## config.mk

```make
export PLATFORM = sky130hd
export DESIGN_NAME = sorted_list_engine
export DESIGN_NICKNAME = d
export VERILOG_FILES = /design/src/design/sle_pkg.sv /design/src/design/sle_ram.sv /design/src/design/sle_ctrl.sv /design/src/design/sle_datapath.sv /design/src/design/sorted_list_engine.sv
export VERILOG_INCLUDE_DIRS = /design/src /design/src/design
export SDC_FILE = /design/constraint.sdc
export NUM_CORES = 1
export LEC_CHECK = 0
export BUFFER_PORTS_ARGS = -buffer_cell sky130_fd_sc_hd__buf_2
export CAP_MARGIN = 20
export CORE_UTILIZATION = 50
export CTS_CLUSTER_DIAMETER = 120
export CTS_CLUSTER_SIZE = 10
export DETAILED_ROUTE_END_ITERATION = 12
export GPL_TIMING_DRIVEN = 0
export PLACE_DENSITY_LB_ADDON = 0.05
export SYNTH_ARGS = -nofsm -noshare
export SYNTH_HDL_FRONTEND = slang
export SYNTH_SLANG_ARGS = --single-unit
export TNS_END_PERCENT = 100
```

## constraint.sdc

```tcl
create_clock -name clk -period 7.44 [get_ports clk]
set_input_delay 0.744 -clock clk [delete_from_list [all_inputs] [get_ports clk]]
set_output_delay 0.744 -clock clk [all_outputs]
set_load 0.005 [all_outputs]
```

## src/design/sorted_list_engine_defines.svh

```systemverilog
// Assertion macros used by the sorted list engine datapath.
`ifndef SORTED_LIST_ENGINE_DEFINES_SVH
`define SORTED_LIST_ENGINE_DEFINES_SVH

`ifndef SYNTH
`define SLE_ASSERT(lbl, clk, rst_n, prop, msg) \
    lbl: assert property (@(posedge clk) disable iff (!rst_n) prop) else $error(msg);
`define SLE_ASSERT_NEVER(lbl, clk, rst_n, cond, msg) \
    lbl: assert property (@(posedge clk) disable iff (!rst_n) !(cond)) else $error(msg);
`else
`define SLE_ASSERT(lbl, clk, rst_n, prop, msg)
`define SLE_ASSERT_NEVER(lbl, clk, rst_n, cond, msg)
`endif

`endif

```

## src/design/sle_pkg.sv

```systemverilog
// Shared types, codes and constants of the sorted list engine.
package sle_pkg;

    localparam int DEPTH_DEF   = 16;
    localparam int VALUE_W     = 32;
    localparam int POS_W       = 4;
    localparam int FUNC_W      = 2;
    localparam int COUNT_W     = 5;
    localparam int STATUS_W    = 2;
    localparam int IN_TDATA_W  = 40;
    localparam int OUT_TDATA_W = 40;

    typedef enum logic [1:0] {
        FUNC_INSERT    = 2'd0,
        FUNC_POP_FIRST = 2'd1,
        FUNC_POP_LAST  = 2'd2,
        FUNC_REMOVE_AT = 2'd3
    } func_t;

    typedef enum logic [1:0] {
        ST_OK     = 2'd0,
        ST_EMPTY  = 2'd1,
        ST_BADPOS = 2'd2,
        ST_FULL   = 2'd3
    } status_t;

    typedef enum logic [2:0] {
        PTR_HOLD,
        PTR_LOAD_COUNT,
        PTR_LOAD_ZERO,
        PTR_LOAD_IDX,
        PTR_DEC,
        PTR_INC
    } ptr_op_t;

    typedef enum logic [1:0] {
        CNT_HOLD,
        CNT_INC,
        CNT_DEC
    } cnt_op_t;

    typedef enum logic [1:0] {
        RADDR_PTR,
        RADDR_PTR_M1,
        RADDR_PTR_P1
    } raddr_sel_t;

    typedef enum logic {
        WSRC_RDATA,
        WSRC_VALUE
    } wsrc_t;

    typedef struct packed {
        logic       load;
        logic       set_status;
        status_t    status;
        ptr_op_t    ptr_op;
        cnt_op_t    cnt_op;
        logic       rd_en;
        raddr_sel_t rd_sel;
        logic       wr_en;
        wsrc_t      wr_src;
        logic       cap_removed;
        logic       out_load;
    } sle_cmd_t;

    typedef struct packed {
        logic op_insert;
        logic full;
        logic empty;
        logic bad_pos;
        logic less;
        logic ptr_is_one;
        logic more;
        logic out_free;
    } sle_flags_t;

endpackage

```

## src/design/sle_ram.sv

```systemverilog
// Generic single write port, single read port RAM with registered read data.
module sle_ram #(
    parameter int WIDTH = 32,
    parameter int DEPTH = 16
) (
    input  logic                     clk,
    input  logic                     wr_en,
    input  logic [$clog2(DEPTH)-1:0] wr_addr,
    input  logic [WIDTH-1:0]         wr_data,
    input  logic                     rd_en,
    input  logic [$clog2(DEPTH)-1:0] rd_addr,
    output logic [WIDTH-1:0]         rd_data
);

    logic [WIDTH-1:0] mem [DEPTH];

    always_ff @(posedge clk)
    begin
        if (wr_en)
        begin
            mem[wr_addr] <= wr_data;
        end
        if (rd_en)
        begin
            rd_data <= mem[rd_addr];
        end
    end

endmodule

```

## src/design/sle_ctrl.sv

```systemverilog
// Controller state machine of the sorted list engine.
module sle_ctrl (
    input  logic                 clk,
    input  logic                 rst_n,
    input  logic                 in_valid,
    output logic                 in_ready,
    input  sle_pkg::sle_flags_t  flags,
    output sle_pkg::sle_cmd_t    cmd
);

    typedef enum logic [3:0] {
        S_IDLE,
        S_DECODE,
        S_INS_RD,
        S_INS_CMP,
        S_INS_WRV,
        S_RM_RD,
        S_RM_CAP,
        S_RM_SRD,
        S_RM_MOV,
        S_FINISH
    } state_t;

    state_t state_reg;
    state_t state_next;

    assign in_ready = (state_reg == S_IDLE);

    always_comb
    begin
        cmd        = '0;
        state_next = state_reg;
        case (state_reg)
            S_IDLE:
            begin
                if (in_valid)
                begin
                    cmd.load   = 1'b1;
                    state_next = S_DECODE;
                end
            end
            S_DECODE:
            begin
                if (flags.op_insert)
                begin
                    if (flags.full)
                    begin
                        cmd.set_status = 1'b1;
                        cmd.status     = sle_pkg::ST_FULL;
                        state_next     = S_FINISH;
                    end
                    else if (flags.empty)
                    begin
                        cmd.ptr_op = sle_pkg::PTR_LOAD_ZERO;
                        state_next = S_INS_WRV;
                    end
                    else
                    begin
                        cmd.ptr_op = sle_pkg::PTR_LOAD_COUNT;
                        state_next = S_INS_RD;
                    end
                end
                else if (flags.empty)
                begin
                    cmd.set_status = 1'b1;
                    cmd.status     = sle_pkg::ST_EMPTY;
                    state_next     = S_FINISH;
                end
                else if (flags.bad_pos)
                begin
                    cmd.set_status = 1'b1;
                    cmd.status     = sle_pkg::ST_BADPOS;
                    state_next     = S_FINISH;
                end
                else
                begin
                    cmd.ptr_op = sle_pkg::PTR_LOAD_IDX;
                    state_next = S_RM_RD;
                end
            end
            S_INS_RD:
            begin
                cmd.rd_en  = 1'b1;
                cmd.rd_sel = sle_pkg::RADDR_PTR_M1;
                state_next = S_INS_CMP;
            end
            S_INS_CMP:
            begin
                cmd.wr_en = 1'b1;
                if (flags.less)
                begin
                    // shift the larger entry up one slot and keep walking down
                    cmd.wr_src = sle_pkg::WSRC_RDATA;
                    cmd.ptr_op = sle_pkg::PTR_DEC;
                    state_next = flags.ptr_is_one ? S_INS_WRV : S_INS_RD;
                end
                else
                begin
                    cmd.wr_src = sle_pkg::WSRC_VALUE;
                    cmd.cnt_op = sle_pkg::CNT_INC;
                    state_next = S_FINISH;
                end
            end
            S_INS_WRV:
            begin
                cmd.wr_en  = 1'b1;
                cmd.wr_src = sle_pkg::WSRC_VALUE;
                cmd.cnt_op = sle_pkg::CNT_INC;
                state_next = S_FINISH;
            end
            S_RM_RD:
            begin
                cmd.rd_en  = 1'b1;
                cmd.rd_sel = sle_pkg::RADDR_PTR;
                state_next = S_RM_CAP;
            end
            S_RM_CAP:
            begin
                cmd.cap_removed = 1'b1;
                if (flags.more)
                begin
                    cmd.rd_en  = 1'b1;
                    cmd.rd_sel = sle_pkg::RADDR_PTR_P1;
                    state_next = S_RM_MOV;
                end
                else
                begin
                    cmd.cnt_op = sle_pkg::CNT_DEC;
                    state_next = S_FINISH;
                end
            end
            S_RM_SRD:
            begin
                if (flags.more)
                begin
                    cmd.rd_en  = 1'b1;
                    cmd.rd_sel = sle_pkg::RADDR_PTR_P1;
                    state_next = S_RM_MOV;
                end
                else
                begin
                    cmd.cnt_op = sle_pkg::CNT_DEC;
                    state_next = S_FINISH;
                end
            end
            S_RM_MOV:
            begin
                // close the gap: move the next entry down
                cmd.wr_en  = 1'b1;
                cmd.wr_src = sle_pkg::WSRC_RDATA;
                cmd.ptr_op = sle_pkg::PTR_INC;
                state_next = S_RM_SRD;
            end
            S_FINISH:
            begin
                if (flags.out_free)
                begin
                    cmd.out_load = 1'b1;
                    state_next   = S_IDLE;
                end
            end
            default:
            begin
                state_next = S_IDLE;
            end
        endcase
    end

    always_ff @(posedge clk or negedge rst_n)
    begin
        if (!rst_n)
        begin
            state_reg <= S_IDLE;
        end
        else
        begin
            state_reg <= state_next;
        end
    end

endmodule

```

## src/design/sle_datapath.sv

```systemverilog
// Datapath of the sorted list engine: operand, pointer, count and output registers.
`include "sorted_list_engine_defines.svh"

module sle_datapath #(
    parameter int DEPTH = sle_pkg::DEPTH_DEF
) (
    input  logic                                clk,
    input  logic                                rst_n,
    input  sle_pkg::sle_cmd_t                   cmd,
    output sle_pkg::sle_flags_t                 flags,
    input  sle_pkg::func_t                      in_func,
    input  logic signed [sle_pkg::VALUE_W-1:0]  in_value,
    input  logic [sle_pkg::POS_W-1:0]           in_position,
    output logic                                out_valid,
    input  logic                                out_ready,
    output logic signed [sle_pkg::VALUE_W-1:0]  out_removed_value,
    output logic [sle_pkg::COUNT_W-1:0]         out_count_after,
    output sle_pkg::status_t                    out_status
);

    localparam int AW          = $clog2(DEPTH);
    localparam int CW          = $clog2(DEPTH + 1);
    localparam int POSW        = sle_pkg::POS_W;
    localparam int VW          = sle_pkg::VALUE_W;
    localparam int COUNT_OUT_W = sle_pkg::COUNT_W;
    localparam int CMPW        = (CW > POSW) ? CW : POSW;

    sle_pkg::func_t          func_reg;
    logic signed [VW-1:0]    value_reg;
    logic [POSW-1:0]         pos_reg;
    logic [AW-1:0]           ptr_reg;
    logic [AW-1:0]           ptr_next;
    logic [CW-1:0]           count_reg;
    logic [CW-1:0]           count_next;
    logic signed [VW-1:0]    removed_reg;
    sle_pkg::status_t        status_reg;
    logic                    out_valid_reg;
    logic                    out_valid_next;
    logic signed [VW-1:0]    out_removed_reg;
    logic [COUNT_OUT_W-1:0]  out_count_reg;
    sle_pkg::status_t        out_status_reg;

    logic [CMPW-1:0]         idx_ext;
    logic                    ram_wr_en;
    logic [AW-1:0]           ram_wr_addr;
    logic signed [VW-1:0]    ram_wr_data;
    logic                    ram_rd_en;
    logic [AW-1:0]           ram_rd_addr;
    logic signed [VW-1:0]    ram_rd_data;

    // position the removal works on
    always_comb
    begin
        case (func_reg)
            sle_pkg::FUNC_POP_FIRST: idx_ext = '0;
            sle_pkg::FUNC_POP_LAST:  idx_ext = CMPW'(count_reg - CW'(1));
            sle_pkg::FUNC_REMOVE_AT: idx_ext = CMPW'(pos_reg);
            default:                 idx_ext = '0;
        endcase
    end

    always_comb
    begin
        flags.op_insert  = (func_reg == sle_pkg::FUNC_INSERT);
        flags.full       = (count_reg == CW'(DEPTH));
        flags.empty      = (count_reg == '0);
        flags.bad_pos    = (idx_ext >= CMPW'(count_reg));
        flags.less       = (value_reg < ram_rd_data);
        flags.ptr_is_one = (ptr_reg == AW'(1));
        flags.more       = ((CW'(ptr_reg) + CW'(1)) < count_reg);
        flags.out_free   = !out_valid_reg || out_ready;
    end

    always_comb
    begin
        case (cmd.ptr_op)
            sle_pkg::PTR_LOAD_COUNT: ptr_next = AW'(count_reg);
            sle_pkg::PTR_LOAD_ZERO:  ptr_next = '0;
            sle_pkg::PTR_LOAD_IDX:   ptr_next = AW'(idx_ext);
            sle_pkg::PTR_DEC:        ptr_next = ptr_reg - AW'(1);
            sle_pkg::PTR_INC:        ptr_next = ptr_reg + AW'(1);
            default:                 ptr_next = ptr_reg;
        endcase
    end

    always_comb
    begin
        case (cmd.cnt_op)
            sle_pkg::CNT_INC: count_next = count_reg + CW'(1);
            sle_pkg::CNT_DEC: count_next = count_reg - CW'(1);
            default:          count_next = count_reg;
        endcase
    end

    always_comb
    begin
        case (cmd.rd_sel)
            sle_pkg::RADDR_PTR_M1: ram_rd_addr = ptr_reg - AW'(1);
            sle_pkg::RADDR_PTR_P1: ram_rd_addr = ptr_reg + AW'(1);
            default:               ram_rd_addr = ptr_reg;
        endcase
    end

    assign ram_rd_en   = cmd.rd_en;
    assign ram_wr_en   = cmd.wr_en;
    assign ram_wr_addr = ptr_reg;
    assign ram_wr_data = (cmd.wr_src == sle_pkg::WSRC_VALUE) ? value_reg : ram_rd_data;

    always_comb
    begin
        if (cmd.out_load)
        begin
            out_valid_next = 1'b1;
        end
        else if (out_ready)
        begin
            out_valid_next = 1'b0;
        end
        else
        begin
            out_valid_next = out_valid_reg;
        end
    end

    always_ff @(posedge clk or negedge rst_n)
    begin
        if (!rst_n)
        begin
            count_reg     <= '0;
            out_valid_reg <= 1'b0;
        end
        else
        begin
            count_reg     <= count_next;
            out_valid_reg <= out_valid_next;
        end
    end

    always_ff @(posedge clk)
    begin
        ptr_reg <= ptr_next;
        if (cmd.load)
        begin
            func_reg    <= in_func;
            value_reg   <= in_value;
            pos_reg     <= in_position;
            removed_reg <= '0;
            status_reg  <= sle_pkg::ST_OK;
        end
        else
        begin
            if (cmd.cap_removed)
            begin
                removed_reg <= ram_rd_data;
            end
            if (cmd.set_status)
            begin
                status_reg <= cmd.status;
            end
        end
        if (cmd.out_load)
        begin
            out_removed_reg <= removed_reg;
            out_count_reg   <= COUNT_OUT_W'(count_reg);
            out_status_reg  <= status_reg;
        end
    end

    sle_ram #(
        .WIDTH (VW),
        .DEPTH (DEPTH)
    ) u_entries (
        .clk     (clk),
        .wr_en   (ram_wr_en),
        .wr_addr (ram_wr_addr),
        .wr_data (ram_wr_data),
        .rd_en   (ram_rd_en),
        .rd_addr (ram_rd_addr),
        .rd_data (ram_rd_data)
    );

    assign out_valid         = out_valid_reg;
    assign out_removed_value = out_removed_reg;
    assign out_count_after   = out_count_reg;
    assign out_status        = out_status_reg;

    `SLE_ASSERT(a_count_bound, clk, rst_n, count_reg <= CW'(DEPTH), "entry count above depth")
    `SLE_ASSERT(a_write_in_range, clk, rst_n, ram_wr_en |-> (CW'(ram_wr_addr) <= count_reg), "write beyond held entries")
    `SLE_ASSERT(a_full_status, clk, rst_n, (cmd.out_load && status_reg == sle_pkg::ST_FULL) |-> count_reg == CW'(DEPTH), "full status with room left")
    `SLE_ASSERT(a_refused_zero, clk, rst_n, (cmd.out_load && status_reg != sle_pkg::ST_OK) |-> removed_reg == '0, "refused operation returns a value")
    `SLE_ASSERT_NEVER(a_ptr_count_move, clk, rst_n, cmd.wr_en && cmd.cnt_op == sle_pkg::CNT_DEC, "entry written while count drops")

endmodule

```

## src/design/sorted_list_engine.sv

```systemverilog
// Sorted list engine: bounded ascending table of signed values used as a priority queue.
// An insert moves each larger entry up one slot before writing the value; a removal moves
// each later entry down one slot; a refused item goes straight to its result.
// One item at a time: the next one is accepted in the cycle after its result is loaded, and
// a waiting result holds the engine.
// Reset clears the entry count and output valid; table contents stay undefined.
module sorted_list_engine #(
    parameter int DEPTH = sle_pkg::DEPTH_DEF
) (
    input  logic                               clk,
    input  logic                               rst_n,
    input  logic                               s_axis_tvalid,
    output logic                               s_axis_tready,
    input  logic [sle_pkg::IN_TDATA_W-1:0]     s_axis_tdata,  // value[31:0], position[35:32]
    input  logic [sle_pkg::FUNC_W-1:0]         s_axis_tuser,  // func[1:0]
    output logic                               m_axis_tvalid,
    input  logic                               m_axis_tready,
    output logic [sle_pkg::OUT_TDATA_W-1:0]    m_axis_tdata,  // removed_value[31:0], count_after[36:32]
    output logic [sle_pkg::STATUS_W-1:0]       m_axis_tuser   // status[1:0]
);

    localparam int VW   = sle_pkg::VALUE_W;
    localparam int POSW = sle_pkg::POS_W;
    localparam int COW  = sle_pkg::COUNT_W;
    localparam int OTW  = sle_pkg::OUT_TDATA_W;

    sle_pkg::sle_cmd_t    cmd;
    sle_pkg::sle_flags_t  flags;
    logic signed [VW-1:0] out_removed_value;
    logic [COW-1:0]       out_count_after;
    sle_pkg::status_t     out_status;

    sle_ctrl u_ctrl (
        .clk      (clk),
        .rst_n    (rst_n),
        .in_valid (s_axis_tvalid),
        .in_ready (s_axis_tready),
        .flags    (flags),
        .cmd      (cmd)
    );

    sle_datapath #(
        .DEPTH (DEPTH)
    ) u_datapath (
        .clk               (clk),
        .rst_n             (rst_n),
        .cmd               (cmd),
        .flags             (flags),
        .in_func           (sle_pkg::func_t'(s_axis_tuser)),
        .in_value          (s_axis_tdata[VW-1:0]),
        .in_position       (s_axis_tdata[VW+POSW-1:VW]),
        .out_valid         (m_axis_tvalid),
        .out_ready         (m_axis_tready),
        .out_removed_value (out_removed_value),
        .out_count_after   (out_count_after),
        .out_status        (out_status)
    );

    assign m_axis_tdata = {{(OTW-VW-COW){1'b0}}, out_count_after, out_removed_value};
    assign m_axis_tuser = out_status;

endmodule
```

==> impl_metrics.toml <==
[outcome]
status = "completed"

[die]
die_y_um = 233
start_util = 0.507
ioPinCount = 90
core_um2 = 52700
num_rows = 84
die_w_um = 233
fp.dieArea_um2 = 54400

[sta]
fmax_mhz = 175
setup_viol = 0
relSlewSlack = 0.276
rsz0062_at_grt = "no"
final_hold_viol_count = 0
finClkSkew_ns = 0.0238
fin_hold_ws_ns = 0.303
setup_slack_ns = 1.73
final.setup.tns_ns = 0
post-route-period-util = 0.768
period_minus_slack_ns = 5.71
slew_violations = 0
worstMarginPinSlew_ns = 1.09

[detailed_routing]
vias_per_cell = 5.80
drt-initial-drc-count = 1312
drc = 0
wl_per_cell_um = 26.3
antenna_left = 0
drtPass1Iterations = 5
wl_mm = 63.1
route.vias.total = 13900

[worst_setup_path]
cp_cell_sequence = "clkbuf_1 -> nand2_1 -> nor2_1 -> ha_1 -> nand2_1 -> nor2_1 -> a211oi_1 -> nand3_1 -> inv_1 -> ha_1 -> buf_6 -> o21ai_0 -> buf_2 -> buf_1 -> mux4_2 -> a211oi_1 -> a21oi_1"
required_ns = 7.75
cp_max_fo = 10
cp_slowest_cell = "buf_1"
crit_type = "register to register"
cp.arrival_ns = 6.03
start_kind = "register"
crit_path_max_incr_delay_ns = 0.73
endpoint_kind = "register"

[synth]
yosys_warnings = 0
netlist.area_leader.share = 0.702
yosysSeqAreaShare = 0.737
synth_top_family_by_area = "multiplexers"
synthCells = 1450
async_flop_share = 0.0149
yosys.area_share.simple = 0.0398
ys_ff_latch = 669
yosysUniqueCellTypes = 55
synth-xor-area-share = 0.00361
syn_area_um2 = 26700
synth_edf_count = 625
syn_area_per_cell_um2 = 18.4
synthMuxAreaShare = 0.135
yosys.area.top_type = "edfxtp_1"
synthAdderAreaFrac = 0.0234
yosys-top-cells-area = "edfxtp_1, mux4_2, dfxtp_1"
synth_compound_gate_area_share = 0.0392
synth_ff_type = "edfxtp_1"

[clock_tree]
cts-resized-gates = 0
cts_max_level = 3
hold_buffers = 1
cts.path.max_buffers = 3
clock_sink_count = 669
clockRootBuffer = "clkbuf_16"
cts_tree = "yes"
path_clk_slew_ns = 0.06
cts_buffers = 76
post-cts-setup-buffer-count = 0
clk_latency_ns = 0.61

[global_routing]
grt_pass1_vias = 14100
antenna_found_initial = 0
grt_usage = 0.240
grt_pass1_wl_mm = 93.2
grt_max_degree = 48
grt_overflow = 0

[placement]
pre_cts_ws_ns = 1.83
port-buffer-count = 82
hpwl_mm = 40.6
gp_congestion = 0.824
placed_cell_area_um2 = 28600

[power_and_ir_drop]
power.density_nw_per_um2 = 443
p_sw_frac = 0.333
power_frac_clock = 0.250
switchingPower_mw = 4.56
p_total_mw = 13.7
power_frac_comb = 0.341
internal-power_mw = 9.13
total_leakage_power_nw = 10.4
peakVddDrop_mv = 0.245
p_seq_frac = 0.409

[cells_and_area]
area_delta_synth_final_pct = 15.6
drive_above_1_share = 0.232
regArea_um2 = 19700
antenna_cells = 0
fin_nets = 1748
largest_register_ffs = 512
largest-register = "u_datapath.u_entries.mem"
multiInputGateArea_um2 = 6570
fin_area_um2 = 30900
fillers = 3985

[worst_hold_path]
hp-class = "input pin to register"

[flow_run]
drv_cap = 0
[cells in the mapped netlist (2+ instances only)]
| cell type | n |
|---|---|
| dfrtp_1 | 10 |
| nand4_1 | 4 |
| xnor2_1 | 9 |
| a31oi_1 | 2 |
| a2bb2oi_1 | 2 |
| mux4_2 | 128 |
| a22o_1 | 3 |
| o22ai_1 | 2 |
| nand2b_1 | 8 |
| nand3_1 | 13 |
| clkbuf_1 | 27 |
| xor2_1 | 2 |
| buf_6 | 11 |
| nor3_1 | 14 |
| o211ai_1 | 2 |
| ha_1 | 50 |
| nor2b_1 | 36 |
| o211a_1 | 2 |
| mux2_1 | 30 |
| a22oi_1 | 3 |
| nor4_1 | 2 |
| buf_2 | 19 |
| a21o_1 | 4 |
| mux2_2 | 3 |
| o21ai_0 | 16 |
| nand2_1 | 108 |
| edfxtp_1 | 625 |
| a21oi_1 | 97 |
| a211oi_1 | 33 |
| buf_4 | 8 |
| nor2_1 | 36 |
| mux2i_1 | 35 |
| inv_1 | 49 |
| dfxtp_1 | 34 |
| buf_1 | 3 |
[placed cells by master, fill, tap and decap left out, types with 3 or more instances in the layout]
master and n:
o21ai_0 16, a22oi_1 3, buf_2 104, buf_16 3, mux2_2 3, clkbuf_16 79, dfxtp_1 34, a21o_1 4
mux2_1 30, nor2b_1 36, ha_1 50, nor2_1 24, nand2_1 108, buf_6 27, conb_1 3, nand4_1 4
clkbuf_1 84, mux2i_1 35, nor3_2 6, buf_12 9, xnor2_1 9, nor3_1 9, dfrtp_1 10, nand3_1 13
mux4_2 128, edfxtp_1 625, nor2_4 12, inv_1 49, nand2b_1 8, a211oi_1 33, buf_4 16, a21oi_1 97
buf_1 3, a22o_1 3
[layer usage]
layer / track usage / vias to the layer above / share of wire
met4: 0.0613 / 0 / 0.021
li1: - / 6164 / -
met2: 0.388 / 411 / 0.48
met3: 0.0421 / 98 / 0.052
met1: 0.339 / 7266 / 0.44
met5: 0 / - / 0
[layout make-up]
type | count | area share
Sequential cell | 669 | 0.637
Multi-Input combinational cell | 665 | 0.213
Clock buffer | 137 | 0.0710
Timing Repair Buffer | 122 | 0.0304
Tap cell | 688 | 0.0279
Buffer | 68 | 0.0128
Inverter | 50 | 0.00607
Clock inverter | 3 | 0.00170
[power by group through the flow]
stage               logic (mW)  registers, mW  clock network (mW)
detailed placement        4.71           5.67                   0
finish                    4.66           5.60                3.43
floorplan                 3.15           5.59                   0
global route              5.07           5.64                3.64
CTS                       4.72           5.60                3.49
global placement          4.50           5.72                   0
[worst max-delay path: cells and delay by family (launching register included)]
| kind | cells | cell delay (ns) |
|---|---|---|
| DFF | 1 | 0.44 |
| and+or+nand+nor | 5 | 0.94 |
| buffers and inverters | 5 | 1.81 |
| muxes | 1 | 0.42 |
| adders and majority gates | 2 | 0.49 |
| AOI/OAI and AO/OA | 4 | 1.31 |
[metrics by stage]
| step | utilization | std cells |
|---|---|---|
| finish | 0.587 | 2402 |
| CTS | 0.587 | 2402 |
| global route | 0.587 | 2402 |
| detailed placement | 0.544 | 2261 |
| floorplan | - | 1452 |
| global placement | 0.532 | 2222 |
[worst paths after layout]
path / from / to / slack (ns) / cells past startpoint
max in group asynchronous: rst_n / u_datapath.count_reg[4]$_DFFE_PN0P_ / 6.70 / 2
max: u_datapath.ptr_reg[2]$_DFFE_PP_ / u_datapath.u_entries.rd_data[29]$_DFFE_PP_ / 1.73 / 17
max reg2reg: u_datapath.ptr_reg[2]$_DFFE_PP_ / u_datapath.u_entries.rd_data[29]$_DFFE_PP_ / 1.73 / 17
min: s_axis_tuser[0] / u_datapath.func_reg[0]$_DFFE_PP_ / 0.30 / 1
min in group asynchronous: rst_n / u_datapath.count_reg[3]$_DFFE_PN0P_ / 0.53 / 2
min reg2reg: u_datapath.removed_reg[18]$_SDFFE_PP0P_ / u_datapath.out_removed_value[18]$_DFFE_PP_ / 0.43 / 0
[kinds of logic after synthesis]
group / Yosys count
XOR/XNOR: 11
AO/OA/AOI/OAI: 175
AND/OR/NAND/NOR: 230
adder cells (fa/ha/maj): 50
flip-flops: 669
buffers and inverters: 118
other: 1
multiplexers: 196
No activity file was read; power rests on OpenSTA's default activity.
